## config.mk

```make
export PLATFORM = sky130hd
export DESIGN_NAME = sdf_ctrl
export DESIGN_NICKNAME = d
export VERILOG_FILES = /design/src/sv/signed_decimal_formatter_defines.svh /design/src/sv/sdf_pkg.sv /design/src/sv/sdf_ctrl.sv
export SDC_FILE = /design/constraint.sdc
export NUM_CORES = 1
export LEC_CHECK = 0
export BUFFER_PORTS_ARGS = -buffer_cell sky130_fd_sc_hd__buf_2
export CAP_MARGIN = 20
export CELL_PAD_IN_SITES_DETAIL_PLACEMENT = 0
export CELL_PAD_IN_SITES_GLOBAL_PLACEMENT = 1
export CORE_MARGIN = 2
export CORE_UTILIZATION = 35
export CTS_CLUSTER_SIZE = 8
export DETAILED_ROUTE_END_ITERATION = 8
export GPL_TIMING_DRIVEN = 1
export MAX_ROUTING_LAYER = met4
export PLACE_DENSITY = 0.85
export SYNTH_ARGS = -nofsm -noshare
export SYNTH_HDL_FRONTEND = slang
export SYNTH_SLANG_ARGS = --single-unit
```

## constraint.sdc

```tcl
create_clock -name clock -period 2.26 [get_ports clock]
set_input_delay 0.226 -clock clock [delete_from_list [all_inputs] [get_ports clock]]
set_output_delay 0.226 -clock clock [all_outputs]
set_load 0.005 [all_outputs]
```

## src/sv/signed_decimal_formatter_defines.svh

```systemverilog
// Assertion macros for the signed decimal formatter.
// Included by the top level; needs clock and reset in the including scope.
`ifndef SIGNED_DECIMAL_FORMATTER_DEFINES_SVH
`define SIGNED_DECIMAL_FORMATTER_DEFINES_SVH

// check a condition in the cycle after a trigger
`define SDF_ASSERT_NEXT(label, pre, post) \
   label: assert property (@(posedge clock) disable iff (reset) (pre) |=> (post)) \
      else $error("sdf: condition after trigger not met");

// check a condition in the same cycle as a trigger
`define SDF_ASSERT_SAME(label, pre, post) \
   label: assert property (@(posedge clock) disable iff (reset) (pre) |-> (post)) \
      else $error("sdf: condition with trigger not met");

`endif

```

## src/sv/sdf_pkg.sv

```systemverilog
// Shared types, constants and helpers of the signed decimal formatter.
// No dependencies; used by sdf_ctrl, sdf_datapath and the top level.
package sdf_pkg;

   localparam int MAX_FIELD  = 62;
   localparam int NUM_DIGITS = 10;
   localparam int DIGIT_IDX_W = $clog2(NUM_DIGITS);

   localparam logic [1:0] LEN_INT   = 2'd0;
   localparam logic [1:0] LEN_SHORT = 2'd1;
   localparam logic [1:0] LEN_CHAR  = 2'd2;

   localparam logic [7:0] CH_SPACE = 8'h20;
   localparam logic [7:0] CH_PLUS  = 8'h2B;
   localparam logic [7:0] CH_MINUS = 8'h2D;
   localparam logic [7:0] CH_ZERO  = 8'h30;

   // reciprocal of ten, scaled by 2^35
   localparam logic [31:0] DIV10_RECIP = 32'hCCCC_CCCD;

   typedef enum logic [3:0] {
      ST_IDLE,
      ST_DIV,
      ST_SIZE,
      ST_LPAD,
      ST_SIGN,
      ST_ZPAD,
      ST_PZERO,
      ST_DIGIT,
      ST_RPAD
   } sdf_state_type;

   typedef struct packed {
      logic          capture;
      logic          div_step;
      logic          size;
      logic          cnt_load;
      logic          emit;
      sdf_state_type phase;
   } sdf_cmd_type;

   typedef struct packed {
      logic skip;
      logic div_done;
      logic empty;
      logic cnt_zero;
      logic cnt_one;
      logic last;
      logic out_free;
   } sdf_status_type;

   function automatic logic [5:0] sat_field(input logic [5:0] x);
      sat_field = (x > 6'(MAX_FIELD)) ? 6'(MAX_FIELD) : x;
   endfunction

   function automatic sdf_state_type next_phase(input sdf_state_type s);
      case (s)
         ST_LPAD:  next_phase = ST_SIGN;
         ST_SIGN:  next_phase = ST_ZPAD;
         ST_ZPAD:  next_phase = ST_PZERO;
         ST_PZERO: next_phase = ST_DIGIT;
         ST_DIGIT: next_phase = ST_RPAD;
         default:  next_phase = ST_IDLE;
      endcase
   endfunction

endpackage

```

## src/sv/sdf_ctrl.sv

```systemverilog
// Controller of the signed decimal formatter: sequences capture, digit steps,
// sizing and the output phases. Depends on sdf_pkg.
module sdf_ctrl (
   input  logic                   clock,
   input  logic                   reset,
   input  logic                   req_tvalid,
   output logic                   req_tready,
   input  sdf_pkg::sdf_status_type status,
   output sdf_pkg::sdf_cmd_type   cmd
);

   sdf_pkg::sdf_state_type state_ff, state_in;

   always_ff @(posedge clock) begin
      if (reset) begin
         state_ff <= sdf_pkg::ST_IDLE;
      end else begin
         state_ff <= state_in;
      end
   end

   always_comb begin
      state_in   = state_ff;
      req_tready = 1'b0;
      cmd        = '0;
      cmd.phase  = state_ff;
      unique case (state_ff) inside
         sdf_pkg::ST_IDLE: begin
            req_tready = 1'b1;
            if (req_tvalid) begin
               cmd.capture = 1'b1;
               state_in    = sdf_pkg::ST_DIV;
            end
         end
         sdf_pkg::ST_DIV: begin
            if (status.skip) begin
               state_in = sdf_pkg::ST_SIZE;
            end else begin
               cmd.div_step = 1'b1;
               if (status.div_done) begin
                  state_in = sdf_pkg::ST_SIZE;
               end
            end
         end
         sdf_pkg::ST_SIZE: begin
            cmd.size     = 1'b1;
            cmd.cnt_load = 1'b1;
            cmd.phase    = sdf_pkg::ST_LPAD;
            state_in     = status.empty ? sdf_pkg::ST_IDLE : sdf_pkg::ST_LPAD;
         end
         sdf_pkg::ST_LPAD, sdf_pkg::ST_SIGN, sdf_pkg::ST_ZPAD,
         sdf_pkg::ST_PZERO, sdf_pkg::ST_DIGIT, sdf_pkg::ST_RPAD: begin
            if (status.cnt_zero) begin
               state_in     = sdf_pkg::next_phase(state_ff);
               cmd.cnt_load = 1'b1;
               cmd.phase    = sdf_pkg::next_phase(state_ff);
            end else if (status.out_free) begin
               cmd.emit = 1'b1;
               if (status.last) begin
                  state_in = sdf_pkg::ST_IDLE;
               end else if (status.cnt_one) begin
                  state_in     = sdf_pkg::next_phase(state_ff);
                  cmd.cnt_load = 1'b1;
               end
            end
         end
         default: begin
            state_in = sdf_pkg::ST_IDLE;
         end
      endcase
      // load the next phase length while the current one emits its final item
      if (cmd.emit && cmd.cnt_load) begin
         cmd.emit  = 1'b1;
      end
   end

endmodule

```

==> flow_summary.rst, run 1 <==
.. list-table::
   :header-rows: 1

   * - Metric
     - Value
   * - Antenna diode count
     - 0
   * - CTS H-tree lvls
     - 1
   * - Core Footprint
     - about 0.0014 mm²
   * - GRT Residual Overflow
     - 0
   * - Register bit total from synthesis
     - 4
   * - Row Count
     - 13
   * - Final clock period utilization by the worst path
     - roughly four fifths
   * - Critical-path maximum fanout
     - 18
   * - Total standard cell area after synthesis
     - 523.0 µm²
   * - Number of setup violations in the final report
     - 0
   * - DRC violation count after routing
     - 0
   * - Clock power frac
     - between 10 and 15%
   * - Via total after detailed routing
     - 550
   * - Register-to-Register Path Depth
     - 4
   * - Clock skew after layout
     - 0.003603 ns
   * - Worst Tran Pin Value
     - approximately 0.66 ns
   * - Number of synthesized flops with an enable pin
     - 0
   * - Layout-stage area growth over the synthesis result
     - 18.90%
   * - Startpoint type of the worst setup path
     - flip-flop
   * - Drt initial violations
     - 11
   * - Die ar.
     - ~0.0018 mm²
   * - Post-CTS setup buffers
     - 0
   * - TritonCTS clock tree
     - built
   * - Number of cells on the worst hold path
     - 4
   * - Final Hold Fails
     - 0
   * - Worst ir drop on vdd
     - 579.2 µV
   * - Filler cells
     - roughly 150
   * - Most frequent cells in the layout
     - sky130_fd_sc_hd__buf_2, sky130_fd_sc_hd__o21ai_0, sky130_fd_sc_hd__nand2_1
   * - Mapped Nets
     - 76
   * - Routed WL per cell
     - 11.05 µm
   * - Worst Path Required
     - between 2 and 2.5 ns
   * - Post-synthesis async set-or-reset flop share
     - 0%
   * - Worst-Skew Late Latency
     - around 0.23 ns
   * - Max Cap Viol
     - 0
   * - Final HPWL DP
     - 806.5 µm
   * - Antenna-violating nets left
     - 0
   * - Remaining max-slew budget at the tightest pin
     - a little under three fifths
   * - Unrepaired setup endpoints after global routing
     - no
   * - # resized after CTS
     - 0
   * - Final Net Count
     - 94
   * - Flip-flop count of the largest register after layout
     - 4
   * - Power Density
     - ~930 mW/mm²
   * - Average cell area after synthesis
     - around 8 µm²
   * - Top area cells in the synthesized netlist
     - sky130_fd_sc_hd__dfxtp_1, sky130_fd_sc_hd__o2bb2ai_4, sky130_fd_sc_hd__a211o_1
   * - Via count normalized by instance count
     - between 5 and 6
   * - Maximum clock insertion buffer count
     - 2
   * - Inserted Clock Buffers
     - 3
   * - Total negative setup slack
     - 0 ns
   * - Upper clock frequency limit
     - 541.4 MHz
   * - Status
     - complete, no violations
   * - Endpoint type of the worst setup path
     - primary output
   * - Total of hold buffers inserted after clock tree synthesis
     - 0
   * - Maximum single-stage delay on the critical path
     - around 0.67 ns
   * - IO Port Bufs
     - 19
   * - Setup Crit Path Kind
     - flip-flop to primary output
   * - Arrival time of the worst setup path
     - about 1.6 ns
   * - Routed Wire Length
     - around 1.1 mm
   * - Combinational share of power
     - 54.8%
   * - DRT Pass-1 Iters
     - 4
   * - Max stage delay cell, worst path
     - sky130_fd_sc_hd__dfxtp_1
   * - Clock sinks
     - 4
   * - Internal Power
     - between 300 and 400 µW
   * - Proportion of synthesized chip area in sequential cells
     - 15.31%
   * - Setup slack of the worst register-to-register path
     - just under 0.5 ns
   * - Hold crit path type
     - primary input to flip-flop
   * - Global-route wire length before repair
     - 1.911 mm
   * - Clock slew seen by the registers of the worst setup and hold paths
     - about 0.040 ns
   * - Max-slew violation total from the final report
     - 0
   * - Utilization after layout
     - 46.06%
   * - Number of global-route vias before repair
     - roughly 470
   * - Largest register by flop count
     - state_ff
   * - Most common library cell in the layout ignoring fill and taps
     - sky130_fd_sc_hd__buf_2
   * - Post-synth top area share
     - 15.31%
   * - Global router's overall resource usage
     - a little over an eighth
   * - Ports placed on the boundary
     - 20
   * - Minimum period implied by the final worst setup slack
     - between 1.5 and 2 ns
   * - Portion of total power attributed to sequential cells
     - between 30% and 40%
   * - CTS root buffer
     - sky130_fd_sc_hd__clkbuf_4
   * - Pin count of the biggest net entering global routing
     - 20
   * - Die width
     - between 40 and 50 µm
   * - Most area-hungry cell type in the Yosys netlist
     - sky130_fd_sc_hd__dfxtp_1
   * - Placer congestion estimate
     - slightly above 0.7
   * - Number of different library cells in the post-synthesis netlist
     - 33
   * - Gate count of the mapped netlist
     - 66
   * - Leakage power
     - about 0.27 nW
   * - Cell-by-cell trace of the critical path
     - mux2_2, o31ai_1, buf_2
   * - Net load switching power
     - about 250 µW
   * - Fraction of final layout cells with drive strength greater than 1
     - a little over a third
   * - Net switching fraction of the power
     - 42.82%
   * - Effective utilization at floorplan
     - around 39%
   * - Die height
     - about 43 µm
   * - Largest registers
     - state_ff (4)
   * - Most used flip-flop cell after synthesis
     - sky130_fd_sc_hd__dfxtp_1
   * - Synthesis warning total
     - 0
   * - Number of antenna violations at the first check in global routing
     - 0
[layer usage]
metal	vias up	part of all wire (%)	track usage, %
li1	285	-	-
met1	253	48	15.42
met2	12	47	23.03
met3	0	4.5	4.255
met4	0	0	1.875
met5	-	0	-
[power groups by stage]
stage,clock [mW],combinational (mW),sequential (mW)
2_1_floorplan,0,0.303,0.108
3_3_place_gp,0,0.316,0.175
3_5_place_dp,0,0.319,0.176
4_1_cts,0.0903,0.321,0.174
5_1_grt,0.0952,0.357,0.187
6_report,0.0845,0.316,0.176
[cell families after synthesis]
family / after synthesis / synth area share (%)
xor+xnor: 1 / 1.675
compound gates: 20 / 31.34
buf+inv: 9 / 9.329
mux: 2 / 4.067
flops: 4 / 15.31
simple gates: 30 / 38.28
[critical path: cells and delay by family (launching register included)]
family / cells / cell delay (ns)
buffers and inverters: 1 / 0.15
DFF: 1 / 0.67
muxes: 1 / 0.40
AOI/OAI and AO/OA: 1 / 0.17
[cell type report]
class | instances | area (µm²) | share of cell area (%)
multi-input combinational | 53 | 394.1 | 63.38
sequential | 4 | 80.08 | 12.88
tap | 15 | 18.77 | 3.018
timing repair buffer | 19 | 95.09 | 15.29
clock buffer | 3 | 22.52 | 3.622
inverter | 3 | 11.26 | 1.811
[Yosys cell counts (2+ instances only)]
master                     count
sky130_fd_sc_hd__o21ai_0       5
sky130_fd_sc_hd__nor4b_1       3
sky130_fd_sc_hd__nor2b_1       3
sky130_fd_sc_hd__dfxtp_1       4
sky130_fd_sc_hd__a211o_1       3
sky130_fd_sc_hd__inv_1         3
sky130_fd_sc_hd__nor2_1        4
sky130_fd_sc_hd__a21oi_1       2
sky130_fd_sc_hd__nand3_1       3
sky130_fd_sc_hd__nand2_1       5
sky130_fd_sc_hd__clkbuf_1      4
sky130_fd_sc_hd__buf_6         2
sky130_fd_sc_hd__o31ai_1       3
sky130_fd_sc_hd__nor4_1        3
[per-stage QoR]
stage / area (µm²) / std cells / power, mW / hold slack [ns] / worst slack [ns]
after floorplan: 523.0 / 66 / 0.4113 / 0.4038 / 0.7279
after detailed placement: 599.3 / 94 / 0.4951 / 0.5621 / 0.4985
final: 621.8 / 97 / 0.5757 / 0.3211 / 0.4129
after global placement: 599.3 / 94 / 0.4907 / 0.5710 / 0.5164
after CTS: 621.8 / 97 / 0.5856 / 0.3178 / 0.3971
after global routing: 621.8 / 97 / 0.6388 / 0.3399 / 0.2468
[final timing paths]
path | start | to
worst min-delay path | reset | state_ff[3]$_SDFFE_PP0P_
worst max register to register | state_ff[2]$_SDFFE_PP0P_ | state_ff[2]$_SDFFE_PP0P_
worst max-delay path | state_ff[1]$_SDFFE_PP0P_ | cmd[5]
worst min register to register | state_ff[0]$_SDFFE_PP0P_ | state_ff[3]$_SDFFE_PP0P_
No activity file was read; power rests on OpenSTA's default activity.
==> run 2, diff against run 1 <==
CORE_UTILIZATION = 29   (was 35)
PLACE_DENSITY = 0.75   (was 0.85)
clock period = 1.6 ns   (was 2.26 ns; I/O delays follow)
==> run 2 against run 1 <==
  * Count of clock-buffer cells in the layout stayed put
  * Clock skew is 0.0024 ns higher
  * Register-to-register slack worse by 0.46 ns
  * Worst setup slack worse by 0.39 ns
  * Sequential cell count stayed put
  * Critical endpoint is now state_ff[1]$_SDFFE_PP0P_
  * Non-clock buffer count is 7 higher
  * Critical path type is now flip-flop to flip-flop
  * Global-route usage hardly changed
==> flow_summary.rst, run 2 (same netlist as run 1, synthesis figures left out) <==
.. list-table::
   :header-rows: 1

   * - Metric
     - Value
   * - Max Cap Viol
     - 0 (unchanged)
   * - DRT Pass-1 Iters
     - 4 (unchanged)
   * - Total of hold buffers inserted after clock tree synthesis
     - 0 (unchanged)
   * - Worst Path Required
     - 1.71 ns (-0.32 ns)
   * - Worst-Skew Late Latency
     - 0.24 ns (about the same)
   * - Worst Tran Pin Value
     - 0.2804 ns (-0.3757 ns)
   * - Max-slew violation total from the final report
     - 0 (unchanged)
   * - Die width
     - 46.47 µm (+8.9%)
   * - Number of cells on the worst hold path
     - 4 (unchanged)
   * - Inserted Clock Buffers
     - 3 (unchanged)
   * - Critical-path maximum fanout
     - 9 (-9)
   * - Arrival time of the worst setup path
     - 1.69 ns (+0.07 ns)
   * - Leakage power
     - 0.3008 nW (+13%)
   * - Flip-flop count of the largest register after layout
     - 4 (unchanged)
   * - DRC violation count after routing
     - 0 (unchanged)
   * - Final clock period utilization by the worst path
     - slightly below 100%
   * - Number of antenna violations at the first check in global routing
     - 0 (unchanged)
   * - Hold Path End
     - state_ff[3]$_SDFFE_PP0P_
   * - Hold path startpoint
     - reset
   * - Most common library cell in the layout ignoring fill and taps
     - sky130_fd_sc_hd__buf_2
   * - Most frequent cells in the layout
     - sky130_fd_sc_hd__buf_2, sky130_fd_sc_hd__buf_4, sky130_fd_sc_hd__o21ai_0, sky130_fd_sc_hd__nand2_1, sky130_fd_sc_hd__nor2_1
   * - Maximum single-stage delay on the critical path
     - 0.55 ns (-0.12 ns)
   * - Clock slew seen by the registers of the worst setup and hold paths
     - 0.04 ns (about the same)
   * - Die ar.
     - 0.002159 mm² (+19%)
   * - Area of the multi-input gates
     - 399.1 µm² (+1.3%)
   * - Effective utilization at floorplan
     - 30.62% (-8.1 points)
   * - CTS root buffer
     - sky130_fd_sc_hd__clkbuf_4
   * - Startpoint type of the worst setup path
     - flip-flop
   * - Number of global-route vias before repair
     - 475 (+0.85%)
   * - Upper clock frequency limit
     - ~640 MHz
   * - Setup Crit Path Kind
     - flip-flop to flip-flop
   * - GRT Residual Overflow
     - 0 (unchanged)
   * - Core Footprint
     - 0.001708 mm² (+27%)
   * - TritonCTS clock tree
     - built
   * - Register-to-Register Path Depth
     - 4 (unchanged)
   * - Drt initial violations
     - 4 (-7)
   * - CTS H-tree lvls
     - 1 (unchanged)
   * - R2r startpoint
     - state_ff[2]$_SDFFE_PP0P_
   * - Hold crit path type
     - primary input to flip-flop
   * - Maximum clock insertion buffer count
     - 2 (unchanged)
   * - Worst ir drop on vdd
     - 755.0 µV (+30%)
   * - Status
     - complete, no violations
   * - Clock sinks
     - 4 (unchanged)
   * - IO Port Bufs
     - 19 (unchanged)
   * - Largest register by flop count
     - state_ff
   * - Largest registers
     - state_ff (4)
   * - Unrepaired setup endpoints after global routing
     - yes
   * - Ports placed on the boundary
     - 20 (unchanged)
   * - Filler cells
     - 185 (+22%)
   * - Via count normalized by instance count
     - 5.149 (-9.2%)
   * - Layout-stage area growth over the synthesis result
     - 34.93%
   * - Via total after detailed routing
     - 587 (+6.7%)
   * - Minimum period implied by the final worst setup slack
     - roughly 1.6 ns
   * - Routed WL per cell
     - 11.90 µm (+7.7%)
   * - Max stage delay cell, worst path
     - sky130_fd_sc_hd__or4_4
   * - Placer congestion estimate
     - 0.8084 (+12%)
   * - Clock skew after layout
     - 0.006041 ns (+0.002437 ns)
   * - Post-route standard cell area excluding fillers
     - 705.7 µm² (+13%)
   * - Setup slack of the worst register-to-register path
     - 0.03 ns (-0.46 ns)
   * - Launching element of the worst setup path
     - state_ff[2]$_SDFFE_PP0P_
   * - Fraction of final layout cells with drive strength greater than 1
     - 47.19% (+11 points)
   * - Remaining max-slew budget at the tightest pin
     - 81.04% (+25 points)
   * - Endpoint type of the worst setup path
     - flip-flop
   * - Final Net Count
     - 101 (+7.4%)
   * - Antenna diode count
     - 0 (unchanged)
   * - Post-CTS setup buffers
     - 0 (unchanged)
   * - Global router's overall resource usage
     - 13.37% (about the same)
   * - Antenna-violating nets left
     - 0 (unchanged)
   * - Global-route wire length before repair
     - 1.980 mm (+3.6%)
   * - R2r endpoint
     - state_ff[1]$_SDFFE_PP0P_
   * - Pin count of the biggest net entering global routing
     - 13 (-35%)
   * - Total negative setup slack
     - 0 ns (unchanged)
   * - Sequential cell area in the final layout
     - 90.09 µm² (+12%)
   * - DP Area
     - 664.4 µm² (+11%)
   * - Power Density
     - 1327 mW/mm² (+43%)
   * - Routed Wire Length
     - 1.357 mm (+27%)
   * - Final HPWL DP
     - 979.2 µm (+21%)
   * - Die height
     - 46.47 µm (+8.9%)
   * - Row Count
     - 15 (+2)
   * - Utilization after layout
     - 41.32% (-4.7 points)
   * - Final Hold Fails
     - 0 (unchanged)
   * - Cell-by-cell trace of the critical path
     - or4_4, o2bb2ai_4, nor4_1, a211o_1
   * - Number of setup violations in the final report
     - 0 (unchanged)
## run 2: per-layer routing
layer  global-route usage (%)  vias up  wire (µm)
li1                         -      297          -
met1                    16.32      267        666
met2                    20.28       21        608
met3                    4.706        2         70
met4                    4.571        0         11
met5                        -        -          0
## run 2: report_power, final
part | internal, mW | switching, mW
Sequential | 0.132 | 0.0652
Clock | 0.0841 | 0.0436
Combinational | 0.330 | 0.282
## run 2: layout make-up
cell class	count	share of cell area [%]
clock buffers	3	3.191
inverters	3	1.596
multi-input cells	53	56.56
flip-flops and latches	4	12.77
well taps	25	4.433
repair buffers	26	21.45
## run 2: through the flow
step | setup slack, ns | hold slack (ns) | power, mW | instances
detailed placement | 0.008855 | 0.5155 | 0.7946 | 111
CTS | 0.009861 | 0.2631 | 0.9362 | 114
global placement | 0.01720 | 0.5189 | 0.7910 | 111
floorplan | 0.06793 | 0.3378 | 0.5809 | 66
global route | -0.01898 | 0.2909 | 1.019 | 114
finish | 0.02521 | 0.2729 | 0.9367 | 114
## run 2: worst max path at each step
stage / end / slack, ns / cells past startpoint
floorplan: state_ff[1]$_SDFFE_PP0P_ / 0.07 / 5
global placement: state_ff[2]$_SDFFE_PP0P_ / 0.02 / 4
detailed placement: state_ff[1]$_SDFFE_PP0P_ / 0.009 / 4
CTS: cmd[7] / 0.01 / 3
global route: cmd[5] / -0.02 / 5
finish: state_ff[1]$_SDFFE_PP0P_ / 0.03 / 4
## run 2: timing repair
item	4_1_cts	5_1_grt
gates resized for setup	4	4
endpoints found under the setup margin	6	5
pin swaps	0	1
## run 2: worst max-delay path, delay by kind of cell (launching register included)
| family | cells | cell delay [ns] |
|---|---|---|
| AO/OA/AOI/OAI | 2 | 0.45 |
| AND/OR/NAND/NOR | 2 | 0.63 |
| flip-flops | 1 | 0.37 |
